File: src/sv/gbfp_pkg.sv
`default_nettype none
// ---------------------------------------------------------------------------
// gbfp_pkg
// Shared types and constants of the binary navigation frame parser.
// ---------------------------------------------------------------------------
package gbfp_pkg;

    // Sync pair that opens every frame.
    localparam logic [7:0] SYNC_FIRST  = 8'hB5;
    localparam logic [7:0] SYNC_SECOND = 8'h62;

    // Message codes that carry navigation data.
    localparam logic [7:0] CLASS_NAV   = 8'd1;
    localparam logic [7:0] ID_POSITION = 8'd2;
    localparam logic [7:0] ID_STATUS   = 8'd3;
    localparam logic [7:0] ID_SOLUTION = 8'd6;
    localparam logic [7:0] ID_VELOCITY = 8'd18;

    // Fix state codes.
    localparam logic [1:0] FIX_DETECTING = 2'd0;
    localparam logic [1:0] FIX_NONE      = 2'd1;
    localparam logic [1:0] FIX_2D        = 2'd2;
    localparam logic [1:0] FIX_3D        = 2'd3;

    // Values that mark a held quantity as not yet known.
    localparam logic [31:0] INVALID_ANGLE    = 32'h7FFF_FFFF;
    localparam logic [31:0] INVALID_ALTITUDE = 32'h7FFF_FFFF;
    localparam logic [31:0] INVALID_ACCURACY = 32'hFFFF_FFFF;
    localparam logic [31:0] INVALID_SPEED    = 32'hFFFF_FFFF;
    localparam logic [31:0] INVALID_TIME     = 32'hFFFF_FFFF;

    // Payload bytes kept for decoding: offsets 0 to 27, plus the satellite count.
    localparam int CAP_BYTES  = 28;
    localparam int SAT_OFFSET = 47;

    // Payload offsets of the decoded words.
    localparam int OFF_TOW      = 0;
    localparam int OFF_LON      = 4;
    localparam int OFF_LAT      = 8;
    localparam int OFF_HEIGHT   = 12;
    localparam int OFF_ACCURACY = 20;
    localparam int OFF_FIXTYPE  = 4;
    localparam int OFF_SPEED    = 20;
    localparam int OFF_HEADING  = 24;

    // Heading / 100 as a multiply by a reciprocal: exact for magnitudes up to 2^31.
    localparam logic [31:0] DIV100_MAGIC = 32'h51EB_851F;
    localparam int          DIV100_SHIFT = 37;

    // Width of the packed result data.
    localparam int RES_TDATA_W = 280;

    typedef logic [CAP_BYTES-1:0][7:0] cap_bytes_t;

    // One checked frame handed from the parser to the decoder.
    typedef struct packed {
        logic [7:0] msg_class;
        logic [7:0] msg_id;
        cap_bytes_t pay;
        logic [7:0] sat_byte;
    } frame_desc_t;

    // One result item.
    typedef struct packed {
        logic [31:0]        frames_parsed;
        logic [31:0]        ground_speed;
        logic signed [25:0] course;
        logic [7:0]         satellites;
        logic [1:0]         fix_state;
        logic [31:0]        fix_time_ms;
        logic [31:0]        h_accuracy_mm;
        logic signed [31:0] height_mm;
        logic signed [31:0] longitude;
        logic signed [31:0] latitude;
        logic [7:0]         msg_id;
        logic [7:0]         msg_class;
    } result_t;

    // Little-endian 32-bit word at a fixed payload offset.
    function automatic logic [31:0] pay_word(input cap_bytes_t p, input int off);
        pay_word = {p[off+3], p[off+2], p[off+1], p[off]};
    endfunction

endpackage
`default_nettype wire

File: src/sv/gbfp_front.sv
`default_nettype none
// ---------------------------------------------------------------------------
// gbfp_front
// Byte parser: sync hunt, header, payload capture and Fletcher checksum.
// ---------------------------------------------------------------------------
module gbfp_front #(
    parameter int PAYLOAD_BYTES = 52
) (
    input  wire logic                  aclk,
    input  wire logic                  aresetn,
    input  wire logic                  byte_fire,
    input  wire logic [7:0]            rx_byte,
    output logic                       push,
    output gbfp_pkg::frame_desc_t      push_desc
);

    localparam int CNT_W = $clog2(PAYLOAD_BYTES + 1);

    localparam logic [3:0] PH_SYNC1   = 4'd0;
    localparam logic [3:0] PH_SYNC2   = 4'd1;
    localparam logic [3:0] PH_CLASS   = 4'd2;
    localparam logic [3:0] PH_ID      = 4'd3;
    localparam logic [3:0] PH_LEN_LO  = 4'd4;
    localparam logic [3:0] PH_LEN_HI  = 4'd5;
    localparam logic [3:0] PH_PAYLOAD = 4'd6;
    localparam logic [3:0] PH_CK_A    = 4'd7;
    localparam logic [3:0] PH_CK_B    = 4'd8;

    logic [3:0]            phase_reg, phase_next;
    logic [7:0]            class_reg, class_next;
    logic [7:0]            id_reg, id_next;
    logic [7:0]            sum_a_reg, sum_a_next;
    logic [7:0]            sum_b_reg, sum_b_next;
    logic [15:0]           len_reg, len_next;
    logic [CNT_W-1:0]      cnt_reg, cnt_next;
    gbfp_pkg::cap_bytes_t  cap_reg, cap_next;
    logic [7:0]            sat_reg, sat_next;
    logic [7:0]            add_a;
    logic [15:0]           len_full;
    logic                  store_en;
    logic [CNT_W-1:0]      cnt_inc;
    logic                  good;

    // Running Fletcher sums with the current byte added.
    assign add_a    = sum_a_reg + rx_byte;
    assign len_full = {rx_byte, len_reg[7:0]};
    assign store_en = byte_fire && (phase_reg == PH_PAYLOAD)
                      && (cnt_reg < CNT_W'(PAYLOAD_BYTES));
    assign cnt_inc  = store_en ? cnt_reg + 1'b1 : cnt_reg;

    // Parse state update for each transfer.
    always_comb begin
        phase_next = phase_reg;
        class_next = class_reg;
        id_next    = id_reg;
        sum_a_next = sum_a_reg;
        sum_b_next = sum_b_reg;
        len_next   = len_reg;
        cnt_next   = cnt_reg;
        good       = 1'b0;
        if (byte_fire) begin
            case (phase_reg)
                PH_SYNC1: begin
                    if (rx_byte == gbfp_pkg::SYNC_FIRST) phase_next = PH_SYNC2;
                end
                PH_SYNC2: begin
                    if (rx_byte == gbfp_pkg::SYNC_SECOND) begin
                        phase_next = PH_CLASS;
                    end else if (rx_byte != gbfp_pkg::SYNC_FIRST) begin
                        phase_next = PH_SYNC1;
                    end
                end
                PH_CLASS: begin
                    class_next = rx_byte;
                    sum_a_next = rx_byte;
                    sum_b_next = rx_byte;
                    phase_next = PH_ID;
                end
                PH_ID: begin
                    id_next    = rx_byte;
                    sum_a_next = add_a;
                    sum_b_next = sum_b_reg + add_a;
                    phase_next = PH_LEN_LO;
                end
                PH_LEN_LO: begin
                    len_next   = {8'd0, rx_byte};
                    sum_a_next = add_a;
                    sum_b_next = sum_b_reg + add_a;
                    phase_next = PH_LEN_HI;
                end
                PH_LEN_HI: begin
                    len_next   = len_full;
                    cnt_next   = '0;
                    sum_a_next = add_a;
                    sum_b_next = sum_b_reg + add_a;
                    if (len_full > 16'(PAYLOAD_BYTES)) begin
                        phase_next = PH_SYNC1;
                    end else if (len_full == 16'd0) begin
                        phase_next = PH_CK_A;
                    end else begin
                        phase_next = PH_PAYLOAD;
                    end
                end
                PH_PAYLOAD: begin
                    sum_a_next = add_a;
                    sum_b_next = sum_b_reg + add_a;
                    cnt_next   = cnt_inc;
                    if (16'(cnt_inc) >= len_reg) phase_next = PH_CK_A;
                end
                PH_CK_A: begin
                    phase_next = (rx_byte == sum_a_reg) ? PH_CK_B : PH_SYNC1;
                end
                PH_CK_B: begin
                    good       = (rx_byte == sum_b_reg);
                    phase_next = PH_SYNC1;
                end
                default: begin
                    phase_next = PH_SYNC1;
                end
            endcase
        end
    end

    // Capture of the payload bytes that the decoder reads.
    always_comb begin
        cap_next = cap_reg;
        sat_next = sat_reg;
        for (int i = 0; i < gbfp_pkg::CAP_BYTES; i++) begin
            if (store_en && cnt_reg == CNT_W'(i)) cap_next[i] = rx_byte;
        end
        if (store_en && cnt_reg == CNT_W'(gbfp_pkg::SAT_OFFSET)) sat_next = rx_byte;
    end

    always_ff @(posedge aclk) begin
        if (!aresetn) begin
            phase_reg <= PH_SYNC1;
            class_reg <= '0;
            id_reg    <= '0;
            sum_a_reg <= '0;
            sum_b_reg <= '0;
            len_reg   <= '0;
            cnt_reg   <= '0;
            cap_reg   <= '0;
            sat_reg   <= '0;
        end else begin
            phase_reg <= phase_next;
            class_reg <= class_next;
            id_reg    <= id_next;
            sum_a_reg <= sum_a_next;
            sum_b_reg <= sum_b_next;
            len_reg   <= len_next;
            cnt_reg   <= cnt_next;
            cap_reg   <= cap_next;
            sat_reg   <= sat_next;
        end
    end

    // A frame whose second checksum byte matches goes to the queue.
    assign push               = good;
    assign push_desc.msg_class = class_reg;
    assign push_desc.msg_id    = id_reg;
    assign push_desc.pay       = cap_reg;
    assign push_desc.sat_byte  = sat_reg;

endmodule
`default_nettype wire

File: src/sv/gbfp_queue.sv
`default_nettype none
// ---------------------------------------------------------------------------
// gbfp_queue
// Two-entry queue of checked frames between parser and decoder.
// ---------------------------------------------------------------------------
module gbfp_queue (
    input  wire logic                  aclk,
    input  wire logic                  aresetn,
    input  wire logic                  push,
    input  wire gbfp_pkg::frame_desc_t push_desc,
    input  wire logic                  pop,
    output logic                       not_empty,
    output logic                       not_full,
    output gbfp_pkg::frame_desc_t      head_desc
);

    gbfp_pkg::frame_desc_t entry_reg [2];
    logic       wr_ptr_reg, wr_ptr_next;
    logic       rd_ptr_reg, rd_ptr_next;
    logic [1:0] count_reg, count_next;
    logic       do_push, do_pop;

    assign not_empty = (count_reg != 2'd0);
    assign not_full  = (count_reg != 2'd2);
    assign do_push   = push && not_full;
    assign do_pop    = pop && not_empty;
    assign head_desc = entry_reg[rd_ptr_reg];

    // Pointer and fill count update.
    always_comb begin
        wr_ptr_next = do_push ? ~wr_ptr_reg : wr_ptr_reg;
        rd_ptr_next = do_pop ? ~rd_ptr_reg : rd_ptr_reg;
        count_next  = count_reg + {1'b0, do_push} - {1'b0, do_pop};
    end

    always_ff @(posedge aclk) begin
        if (!aresetn) begin
            wr_ptr_reg <= 1'b0;
            rd_ptr_reg <= 1'b0;
            count_reg  <= 2'd0;
        end else begin
            wr_ptr_reg <= wr_ptr_next;
            rd_ptr_reg <= rd_ptr_next;
            count_reg  <= count_next;
        end
    end

    // Entry storage.
    always_ff @(posedge aclk) begin
        if (do_push) entry_reg[wr_ptr_reg] <= push_desc;
    end

endmodule
`default_nettype wire

File: src/sv/gbfp_back.sv
`default_nettype none
// ---------------------------------------------------------------------------
// gbfp_back
// Frame decoder: updates held navigation values and drives the result register.
// ---------------------------------------------------------------------------
module gbfp_back (
    input  wire logic                  aclk,
    input  wire logic                  aresetn,
    input  wire logic                  q_not_empty,
    input  wire gbfp_pkg::frame_desc_t q_head,
    output logic                       q_pop,
    output logic                       res_valid,
    input  wire logic                  res_ready,
    output gbfp_pkg::result_t          res_data
);

    logic                  adv;
    logic [31:0]           head_heading;

    // Stage A: frame taken from the queue, heading magnitude.
    logic                  a_valid_reg;
    gbfp_pkg::frame_desc_t a_desc_reg;
    logic [31:0]           a_mag_reg;
    logic                  a_neg_reg;

    // Stage B: product for the division by 100.
    logic                  b_valid_reg;
    gbfp_pkg::frame_desc_t b_desc_reg;
    logic [63:0]           b_prod_reg;
    logic                  b_neg_reg;

    // Held values.
    logic [31:0] lat_reg, lat_next;
    logic [31:0] lon_reg, lon_next;
    logic [31:0] hgt_reg, hgt_next;
    logic [31:0] acc_reg, acc_next;
    logic [31:0] tow_reg, tow_next;
    logic [1:0]  fix_reg, fix_next;
    logic [7:0]  sats_reg, sats_next;
    logic [25:0] crs_reg, crs_next;
    logic [31:0] spd_reg, spd_next;
    logic [31:0] cnt_reg, cnt_next;

    logic              out_valid_reg;
    gbfp_pkg::result_t out_reg;

    logic [26:0] quot;
    logic [25:0] crs_val;
    logic [7:0]  fix_type;

    // The whole pipeline moves when the result register can take a value.
    assign adv   = !out_valid_reg || res_ready;
    assign q_pop = adv && q_not_empty;
    assign head_heading = gbfp_pkg::pay_word(q_head.pay, gbfp_pkg::OFF_HEADING);

    always_ff @(posedge aclk) begin
        if (!aresetn) begin
            a_valid_reg <= 1'b0;
            b_valid_reg <= 1'b0;
        end else if (adv) begin
            a_valid_reg <= q_not_empty;
            b_valid_reg <= a_valid_reg;
        end
    end

    // Pipeline payload.
    always_ff @(posedge aclk) begin
        if (adv) begin
            a_desc_reg <= q_head;
            a_neg_reg  <= head_heading[31];
            a_mag_reg  <= head_heading[31] ? (~head_heading + 32'd1) : head_heading;
            b_desc_reg <= a_desc_reg;
            b_neg_reg  <= a_neg_reg;
            b_prod_reg <= a_mag_reg * gbfp_pkg::DIV100_MAGIC;
        end
    end

    // Quotient truncated toward zero, then sign restored.
    assign quot    = b_prod_reg[63:gbfp_pkg::DIV100_SHIFT];
    assign crs_val = b_neg_reg ? (~quot[25:0] + 26'd1) : quot[25:0];
    assign fix_type = b_desc_reg.pay[gbfp_pkg::OFF_FIXTYPE];

    // Decode of the frame at the end of the pipeline.
    always_comb begin
        lat_next  = lat_reg;
        lon_next  = lon_reg;
        hgt_next  = hgt_reg;
        acc_next  = acc_reg;
        tow_next  = tow_reg;
        fix_next  = fix_reg;
        sats_next = sats_reg;
        crs_next  = crs_reg;
        spd_next  = spd_reg;
        cnt_next  = cnt_reg;
        if (b_valid_reg) begin
            cnt_next = cnt_reg + 32'd1;
            if (b_desc_reg.msg_class == gbfp_pkg::CLASS_NAV) begin
                case (b_desc_reg.msg_id)
                    gbfp_pkg::ID_POSITION: begin
                        tow_next = gbfp_pkg::pay_word(b_desc_reg.pay, gbfp_pkg::OFF_TOW);
                        lon_next = gbfp_pkg::pay_word(b_desc_reg.pay, gbfp_pkg::OFF_LON);
                        lat_next = gbfp_pkg::pay_word(b_desc_reg.pay, gbfp_pkg::OFF_LAT);
                        hgt_next = gbfp_pkg::pay_word(b_desc_reg.pay, gbfp_pkg::OFF_HEIGHT);
                        acc_next = gbfp_pkg::pay_word(b_desc_reg.pay,
                                                      gbfp_pkg::OFF_ACCURACY);
                    end
                    gbfp_pkg::ID_STATUS: begin
                        if (fix_type == 8'(gbfp_pkg::FIX_2D)) begin
                            fix_next = gbfp_pkg::FIX_2D;
                        end else if (fix_type == 8'(gbfp_pkg::FIX_3D)) begin
                            fix_next = gbfp_pkg::FIX_3D;
                        end else begin
                            fix_next = gbfp_pkg::FIX_NONE;
                        end
                    end
                    gbfp_pkg::ID_SOLUTION: begin
                        sats_next = b_desc_reg.sat_byte;
                    end
                    gbfp_pkg::ID_VELOCITY: begin
                        crs_next = crs_val;
                        spd_next = gbfp_pkg::pay_word(b_desc_reg.pay, gbfp_pkg::OFF_SPEED);
                    end
                    default: begin
                    end
                endcase
            end
            // Any good frame ends the detecting state.
            if (fix_next == gbfp_pkg::FIX_DETECTING) fix_next = gbfp_pkg::FIX_NONE;
        end
    end

    always_ff @(posedge aclk) begin
        if (!aresetn) begin
            lat_reg       <= gbfp_pkg::INVALID_ANGLE;
            lon_reg       <= gbfp_pkg::INVALID_ANGLE;
            hgt_reg       <= gbfp_pkg::INVALID_ALTITUDE;
            acc_reg       <= gbfp_pkg::INVALID_ACCURACY;
            tow_reg       <= gbfp_pkg::INVALID_TIME;
            fix_reg       <= gbfp_pkg::FIX_DETECTING;
            sats_reg      <= '0;
            crs_reg       <= gbfp_pkg::INVALID_ANGLE[25:0];
            spd_reg       <= gbfp_pkg::INVALID_SPEED;
            cnt_reg       <= '0;
            out_valid_reg <= 1'b0;
        end else if (adv) begin
            lat_reg       <= lat_next;
            lon_reg       <= lon_next;
            hgt_reg       <= hgt_next;
            acc_reg       <= acc_next;
            tow_reg       <= tow_next;
            fix_reg       <= fix_next;
            sats_reg      <= sats_next;
            crs_reg       <= crs_next;
            spd_reg       <= spd_next;
            cnt_reg       <= cnt_next;
            out_valid_reg <= b_valid_reg;
        end
    end

    // Result register, loaded with the values after this frame.
    always_ff @(posedge aclk) begin
        if (adv) begin
            out_reg.msg_class     <= b_desc_reg.msg_class;
            out_reg.msg_id        <= b_desc_reg.msg_id;
            out_reg.latitude      <= lat_next;
            out_reg.longitude     <= lon_next;
            out_reg.height_mm     <= hgt_next;
            out_reg.h_accuracy_mm <= acc_next;
            out_reg.fix_time_ms   <= tow_next;
            out_reg.fix_state     <= fix_next;
            out_reg.satellites    <= sats_next;
            out_reg.course        <= crs_next;
            out_reg.ground_speed  <= spd_next;
            out_reg.frames_parsed <= cnt_next;
        end
    end

    assign res_valid = out_valid_reg;
    assign res_data  = out_reg;

endmodule
`default_nettype wire

File: src/sv/gnss_binary_frame_parser.sv
`default_nettype none
// ---------------------------------------------------------------------------
// gnss_binary_frame_parser
// Binary navigation frame parser with Fletcher checksum and message decode.
// ---------------------------------------------------------------------------
// Usage:
//   The slave channel (s_tvalid, s_tready, s_tdata) takes one received byte
//   per transfer, one transfer per cycle. The byte parser hunts for the sync
//   pair, reads the header, keeps the payload bytes that are decoded and checks
//   the two checksum bytes. Each frame that passes goes into a two-entry queue.
//   A three-stage decoder drains the queue, updates the held navigation values
//   and presents one result per good frame on the master channel (m_tvalid,
//   m_tready, m_tdata). Bad or over-long frames give no result.
//   The result is registered through stages A and B and the result register
//   after the frame enters the queue. Throughput: one byte per cycle while
//   s_tready is high; a frame is at least eight bytes long.
//   When the receiver stalls, the decoder holds its result; the parser keeps
//   taking bytes until the queue holds two frames, then s_tready drops.
//   Reset (aresetn low, synchronous) returns the parser to the sync hunt,
//   empties the queue and restores the held values to their invalid markers.
// ---------------------------------------------------------------------------
module gnss_binary_frame_parser #(
    parameter int PAYLOAD_BYTES = 52
) (
    input  wire logic                             aclk,
    input  wire logic                             aresetn,
    input  wire logic                             s_tvalid,
    output logic                                  s_tready,
    input  wire logic [7:0]                       s_tdata,  // rx_byte
    output logic                                  m_tvalid,
    input  wire logic                             m_tready,
    // msg_class, msg_id, latitude, longitude, height_mm, h_accuracy_mm,
    // fix_time_ms, fix_state, satellites, course, ground_speed, frames_parsed
    output logic [gbfp_pkg::RES_TDATA_W-1:0]      m_tdata
);

    logic                  byte_fire;
    logic                  push;
    gbfp_pkg::frame_desc_t push_desc;
    logic                  q_not_empty;
    logic                  q_not_full;
    gbfp_pkg::frame_desc_t q_head;
    logic                  q_pop;
    gbfp_pkg::result_t     res;

    assign s_tready  = q_not_full;
    assign byte_fire = s_tvalid && s_tready;

    gbfp_front #(
        .PAYLOAD_BYTES (PAYLOAD_BYTES)
    ) u_front (
        .aclk      (aclk),
        .aresetn   (aresetn),
        .byte_fire (byte_fire),
        .rx_byte   (s_tdata),
        .push      (push),
        .push_desc (push_desc)
    );

    gbfp_queue u_queue (
        .aclk      (aclk),
        .aresetn   (aresetn),
        .push      (push),
        .push_desc (push_desc),
        .pop       (q_pop),
        .not_empty (q_not_empty),
        .not_full  (q_not_full),
        .head_desc (q_head)
    );

    gbfp_back u_back (
        .aclk        (aclk),
        .aresetn     (aresetn),
        .q_not_empty (q_not_empty),
        .q_head      (q_head),
        .q_pop       (q_pop),
        .res_valid   (m_tvalid),
        .res_ready   (m_tready),
        .res_data    (res)
    );

    // Result fields packed from the lowest bit up, zero-filled to whole bytes.
    assign m_tdata = {4'd0, res.frames_parsed, res.ground_speed, res.course,
                      res.satellites, res.fix_state, res.fix_time_ms,
                      res.h_accuracy_mm, res.height_mm, res.longitude,
                      res.latitude, res.msg_id, res.msg_class};

endmodule
`default_nettype wire
File: config.mk
export PLATFORM = sky130hd
export DESIGN_NAME = gnss_binary_frame_parser
export DESIGN_NICKNAME = d
export VERILOG_FILES = /design/src/sv/gbfp_pkg.sv /design/src/sv/gbfp_front.sv /design/src/sv/gbfp_queue.sv /design/src/sv/gbfp_back.sv /design/src/sv/gnss_binary_frame_parser.sv
export SDC_FILE = /design/constraint.sdc
export NUM_CORES = 2
export LEC_CHECK = 0
export ABC_CLOCK_PERIOD_IN_PS = 29700
export BUFFER_PORTS_ARGS = -buffer_cell sky130_fd_sc_hd__buf_2
export CORE_ASPECT_RATIO = 0.5
export CORE_MARGIN = 2
export CORE_UTILIZATION = 30
export CTS_CLUSTER_SIZE = 40
export DETAILED_ROUTE_END_ITERATION = 6
export PLACE_DENSITY = 0.54
export SLEW_MARGIN = 30
export SYNTH_ARGS = -nofsm -noshare
export SYNTH_HDL_FRONTEND = slang
export SYNTH_SLANG_ARGS = --single-unit
File: constraint.sdc
create_clock -name aclk -period 29.7 [get_ports aclk]
set_input_delay 1.485 -clock aclk [delete_from_list [all_inputs] [get_ports aclk]]
set_output_delay 1.485 -clock aclk [all_outputs]
set_load 0.05 [all_outputs]
# Yosys cells after proc, flatten, opt, wreduce, memory -nomap -nowiden
# Memories as Yosys holds them, arrays and structs flattened. A register that Yosys moved wholly into a read port is not among the register bits.
# Cells that the tools add are included.
# classes
n_bitwise,5
addsub,8
muxes,53
n_lt_le_gt_ge,3
n_eq_ne,52
reduce_logical,53
mul,1
# ops
operator,count
$mux W32,19
$mux W26,4
$eq A6 B5 Y1 const B,12
$add A32 B1 Y32 const B,2
$mul A32 B31 Y63 const B,1
$eq A6 B4 Y1 const B,8
$logic_and A1 B1 Y1,35
$eq A8 B2 Y1 const B,4
$not A32 Y32,1
$pmux W16 S2,1
$pmux W4 S8,1
$pmux W8 S2,2
$mux W31,1
$add A26 B1 Y26 const B,1
$not A26 Y26,1
$eq A6 B3 Y1 const B,4
$mux W4,6
$mux W8,3
$add A8 B8 Y8,2
$eq A4 B3 Y1 const B,4
$eq A8 B8 Y1,2
$ge A6 B16 Y1,1
$gt A16 B6 Y1 const B,1
$logic_not A16 Y1,1
34 further kinds,58
# word_totals
in_bits,12
n_memories,1
reg_bits,1298
output_inout_bits,282
ramBits,496
# mem_list
memory,depth,width,rd,rd_clocked_by_memory_dff,write_ports,line,text
u_queue.entry_reg,2,248,1,1,1,gbfp_queue.sv:17,gbfp_pkg::frame_desc_t entry_reg [2];

# Longest topological paths before layout
# logic_depth
depth_word,9
ltp_mapped,24
mapped_depth_nobuf,24

# Hierarchy
# From an unflattened synthesis, not the netlist that was laid out.
# hier_totals
cells_unflattened,6291
area_unflattened_um2,82756.9
# modules_own_cells
module,instances,area_each_um2,cells_per_inst,seq_area_each_um2
gbfp_back,1,51720.9,4182,26405.3
gbfp_queue,1,19038.3,802,14994.4
gbfp_front,1,11957.7,1301,5805.6
gnss_binary_frame_parser,1,40.0,6,0.0

# Worst setup path after synthesis
# OpenSTA, ideal clock, no wires.
# synth_path
path_type,in2reg
start,input port m_tready
end,register u_back.a_desc_reg[0] (netlist bit) (enable)
n_path_buf,3
stages,5
path_slack_ns,7.191
arrival_ns,21.165
required_time_ns,28.357
setup_ns,1.343
cell_sequence,nor2b_1 -> clkbuf_1 -> inv_2 -> clkbuf_1 -> clkbuf_1
# synth_between
elab_chain_cells,1
# synth_lines
item,line,text
from (decl),gnss_binary_frame_parser.sv:31,"input wire logic m_tready,"
$logic_or A1 B1 Y1,gbfp_back.sv:52,assign adv = !out_valid_reg || res_ready;
to (signal assigned),gbfp_back.sv:69,a_desc_reg <= q_head;
to (decl),gbfp_back.sv:22,gbfp_pkg::frame_desc_t a_desc_reg;
# No other way between the ends.
# A chain may end at the register's enable or synchronous reset.

# Worst setup path after layout
# layout_path
start,register u_back.a_mag_reg[11]
end,register u_back.b_prod_reg[61] (data pin)
# layout_between
elab_chain_cells,1
# layout_lines
item,line,text
from (decl),gbfp_back.sv:23,logic [31:0] a_mag_reg;
from (signal assigned),gbfp_back.sv:71,a_mag_reg <= head_heading[31] ? (~head_heading + 32'd1) : head_heading;
$mul A32 B31 Y63,gbfp_back.sv:74,b_prod_reg <= a_mag_reg * gbfp_pkg::DIV100_MAGIC;
to (signal assigned),gbfp_back.sv:74,
to (decl),gbfp_back.sv:29,logic [63:0] b_prod_reg;
# No other way between the ends.

==> impl_results.md <==
- Largest register FFs: 432
- Clock Sinks: 1662
- Final non-filler cell total: 9880
- Bufs on Longest Clock Path: 4
- Layout Area Growth over Synthesis: 13.35%
- Die area: 267900 µm²
- Hold crit path type: reg -> reg
- Final Hold Viols: 0
- CTS tree: done
- Cts-stage hold buffer count: 0
- Via Count: 44510
- Fin nets: 7066
- Post-CTS Setup Bufs: 0
- FFs w/ async S/R, synth: 0%
- Status: complete, no violations
- Most frequent cell after synthesis: edfxtp_1
- Rows: 133
- Endpoints failing setup: 0
- Synth top area share: 43.14%
- Global Route Usage Sum: 14.05%
- Slew HR: 30.70%
- DP Worst Slack: 21.90 ns
- Clk slew on worst S/H paths: 0.07 ns
- Post-synth EDFFs: 1136
- Initial drt markers: 3193
- IO Pins: 294
- Crit path DAT: 8.38 ns
- Pwr Density: 63.48 nW/µm²
- IO Port Bufs: 289
- Gr ovfl total: 0
- Initial Util: 30.13%
- Placed Area: 84390 µm²
- Setup crit end kind: register
- Netlist cell types: 75
- Post-layout min period: 7.830 ns
- CTS H-Tree Depth: 4
- Crit path from: u_back.a_mag_reg[11]
- Yosys reg bits: 1662
- Core ar.: 262400 µm²
- FF-to-FF Start: u_back.a_mag_reg[11]
- Die H: 367.0 µm
- Die W: 730.0 µm
- RSZ-0062 raised after global routing: false
- Max frequency: 0.1277 GHz
- Synth Instances: 5981
- Clk Latency, worst-skew pair: 0.84 ns
- Top FF cell, synth: edfxtp_1
- Vias per inst: 4.505
- Placed Cells: 9587
- Gpl congestion: 0.8982
- Share of cells above drive strength 1: 13.68%
- Total wire length: 192.4 mm
- Vias in the first global route: 45080
- Clock skew: 0.07829 ns
- VDD IR max: 0.03989 mV
- Fin area: 89630 µm²
- Worst Tran Pin Value: 1.040 ns
- Mean area per synthesized cell: 13.22 µm²
- Max-Cap Viols: 0
- Startpoint Class: register
- Crit Path Class: reg -> reg
- Crit path max fanout: 10
- First-pass iteration count of the detailed router: 5
- Post-route setup TNS: 0 ns
- Final period util: 26.36%
- Final ANT Viol Nets: 0
- DR WL/cell: 19.48 µm
- Final slew viol count: 0
- Final worst setup slack: 21.87 ns
- Seq/Total Area, Yosys: 56.46%
- DP HPWL: 133.4 mm
- Largest net degree at the start of global routing: 206
- Most instantiated cells after synthesis: edfxtp_1, inv_1, nand2_1
- CTS Buf Count: 162
- Synth area leaders: edfxtp_1, dfxtp_1, fa_1, ha_1, mux2i_1
- Drt drc: 0
- # resized after CTS: 0
- Antenna violations before repair: 9
- Hold Crit Start: u_back.a_desc_reg[243]
- Root Driver: clkbuf_16
- Leak: 36.88 nW
- Mapped Area: 79070 µm²
- Synth area leader: edfxtp_1
- First-pass GRT wire length: 285.9 mm
- Worst path required time: 30.25 ns
- Pwr Total: 0.005690 W
- YS warnings: 0
[critical path, stage by stage, from the launching register on]
cell      delay (ns)
edfxtp_1        0.78
ha_1            0.33
inv_1           0.08
fa_1            0.54
inv_1           0.07
fa_1            0.50
fa_1            0.58
fa_1            0.43
fa_1            0.46
fa_1            0.49
inv_1           0.05
fa_1            0.49
inv_1           0.04
ha_1            0.34
nand4_1         0.20
nor4_1          0.42
nand2_1         0.13
o311ai_1        0.71
a21boi_0        0.25
o31ai_1         0.43
a21oi_1         0.15
xnor2_1         0.14
[placed cells by master, fill, tap and decap left out, types with 13 or more instances in the layout]
cell / Yosys / layout
and2_1: 46 / 45
buf_4: 14 / 46
mux2i_1: 305 / 305
o21ai_2: 13 / 13
ha_1: 422 / 418
nand4_1: 28 / 28
clkbuf_1: 162 / 43
o31ai_1: 13 / 13
a21o_1: 35 / 35
a21boi_0: 174 / 174
fa_1: 391 / 391
o21ai_0: 91 / 91
clkinv_2: 0 / 14
nand2_1: 650 / 650
dfxtp_1: 526 / 525
clkinv_1: 0 / 23
xor2_1: 63 / 63
a31oi_1: 13 / 13
nor2_1: 97 / 93
inv_1: 650 / 650
buf_2: 44 / 288
a21oi_1: 104 / 104
mux2_1: 103 / 103
nor3_1: 37 / 35
edfxtp_1: 1136 / 1136
xnor2_1: 102 / 102
nor2b_1: 96 / 94
nand3_1: 177 / 177
clkbuf_16: 0 / 165
mux2_2: 254 / 254
bufinv_16: 0 / 13
clkbuf_8: 0 / 17
nor4_1: 17 / 17
and3_1: 20 / 20
[layout make-up]
class / count / area, µm²
Clock buffer: 225 / 4524
Multi-Input combinational cell: 3417 / 30940
Tap cell: 3510 / 4392
Timing Repair Buffer: 347 / 1981
Antenna cell: 2 / 5.005
Clock inverter: 66 / 686.9
Sequential cell: 1662 / 44650
Fill cell: 25590 / 172800
Inverter: 651 / 2451
[per-layer routing]
layer  up-vias  GRT usage (%)  wire (µm)
met3       275          2.365       8946
met1     22240          19.10      87260
met4         6          3.739       5027
met2       806          23.22      91160
li1      21180              -          -
met5         -              0         42
[final timing paths]
| kind | cells past startpoint | end | slack, ns |
|---|---|---|---|
| max reg2reg | 21 | u_back.b_prod_reg[61] | 21.87 |
| max | 21 | u_back.b_prod_reg[61] | 21.87 |
| min reg2reg | 0 | u_back.b_desc_reg[243] | 0.38 |
| min | 0 | u_back.b_desc_reg[243] | 0.38 |
[per-stage QoR]
stage	utilization (%)	hold WS [ns]
2_1_floorplan	-	0.4003
3_3_place_gp	32.14	0.4008
3_5_place_dp	32.16	0.4045
4_1_cts	34.14	0.3697
5_1_grt	34.15	0.3766
6_report	34.15	0.3844
[power by group]
part	total, W	leakage (nW)	internal, W	switching [W]
logic	0.000872	18.3	0.000315	0.000556
registers	0.00276	16.1	0.00264	0.000117
clock network	0.00206	2.54	0.00118	0.000882
[cells by family (layout without fill, tap and decap cells)]
| logic type | count (synthesis) | count (layout) | share of synthesized area (%) |
|---|---|---|---|
| buffers and inverters | 905 | 1289 | 4.499 |
| other | 1 | 6 | 0.004743 |
| flip-flops | 1662 | 1662 | 56.46 |
| AO/OA/AOI/OAI | 531 | 531 | 4.428 |
| adder cells (fa/ha/maj) | 813 | 813 | 16.58 |
| AND/OR/NAND/NOR | 1242 | 1242 | 7.259 |
| multiplexers | 662 | 662 | 8.945 |
| XOR/XNOR | 165 | 165 | 1.828 |
Power figures use the tool's default switching activity.
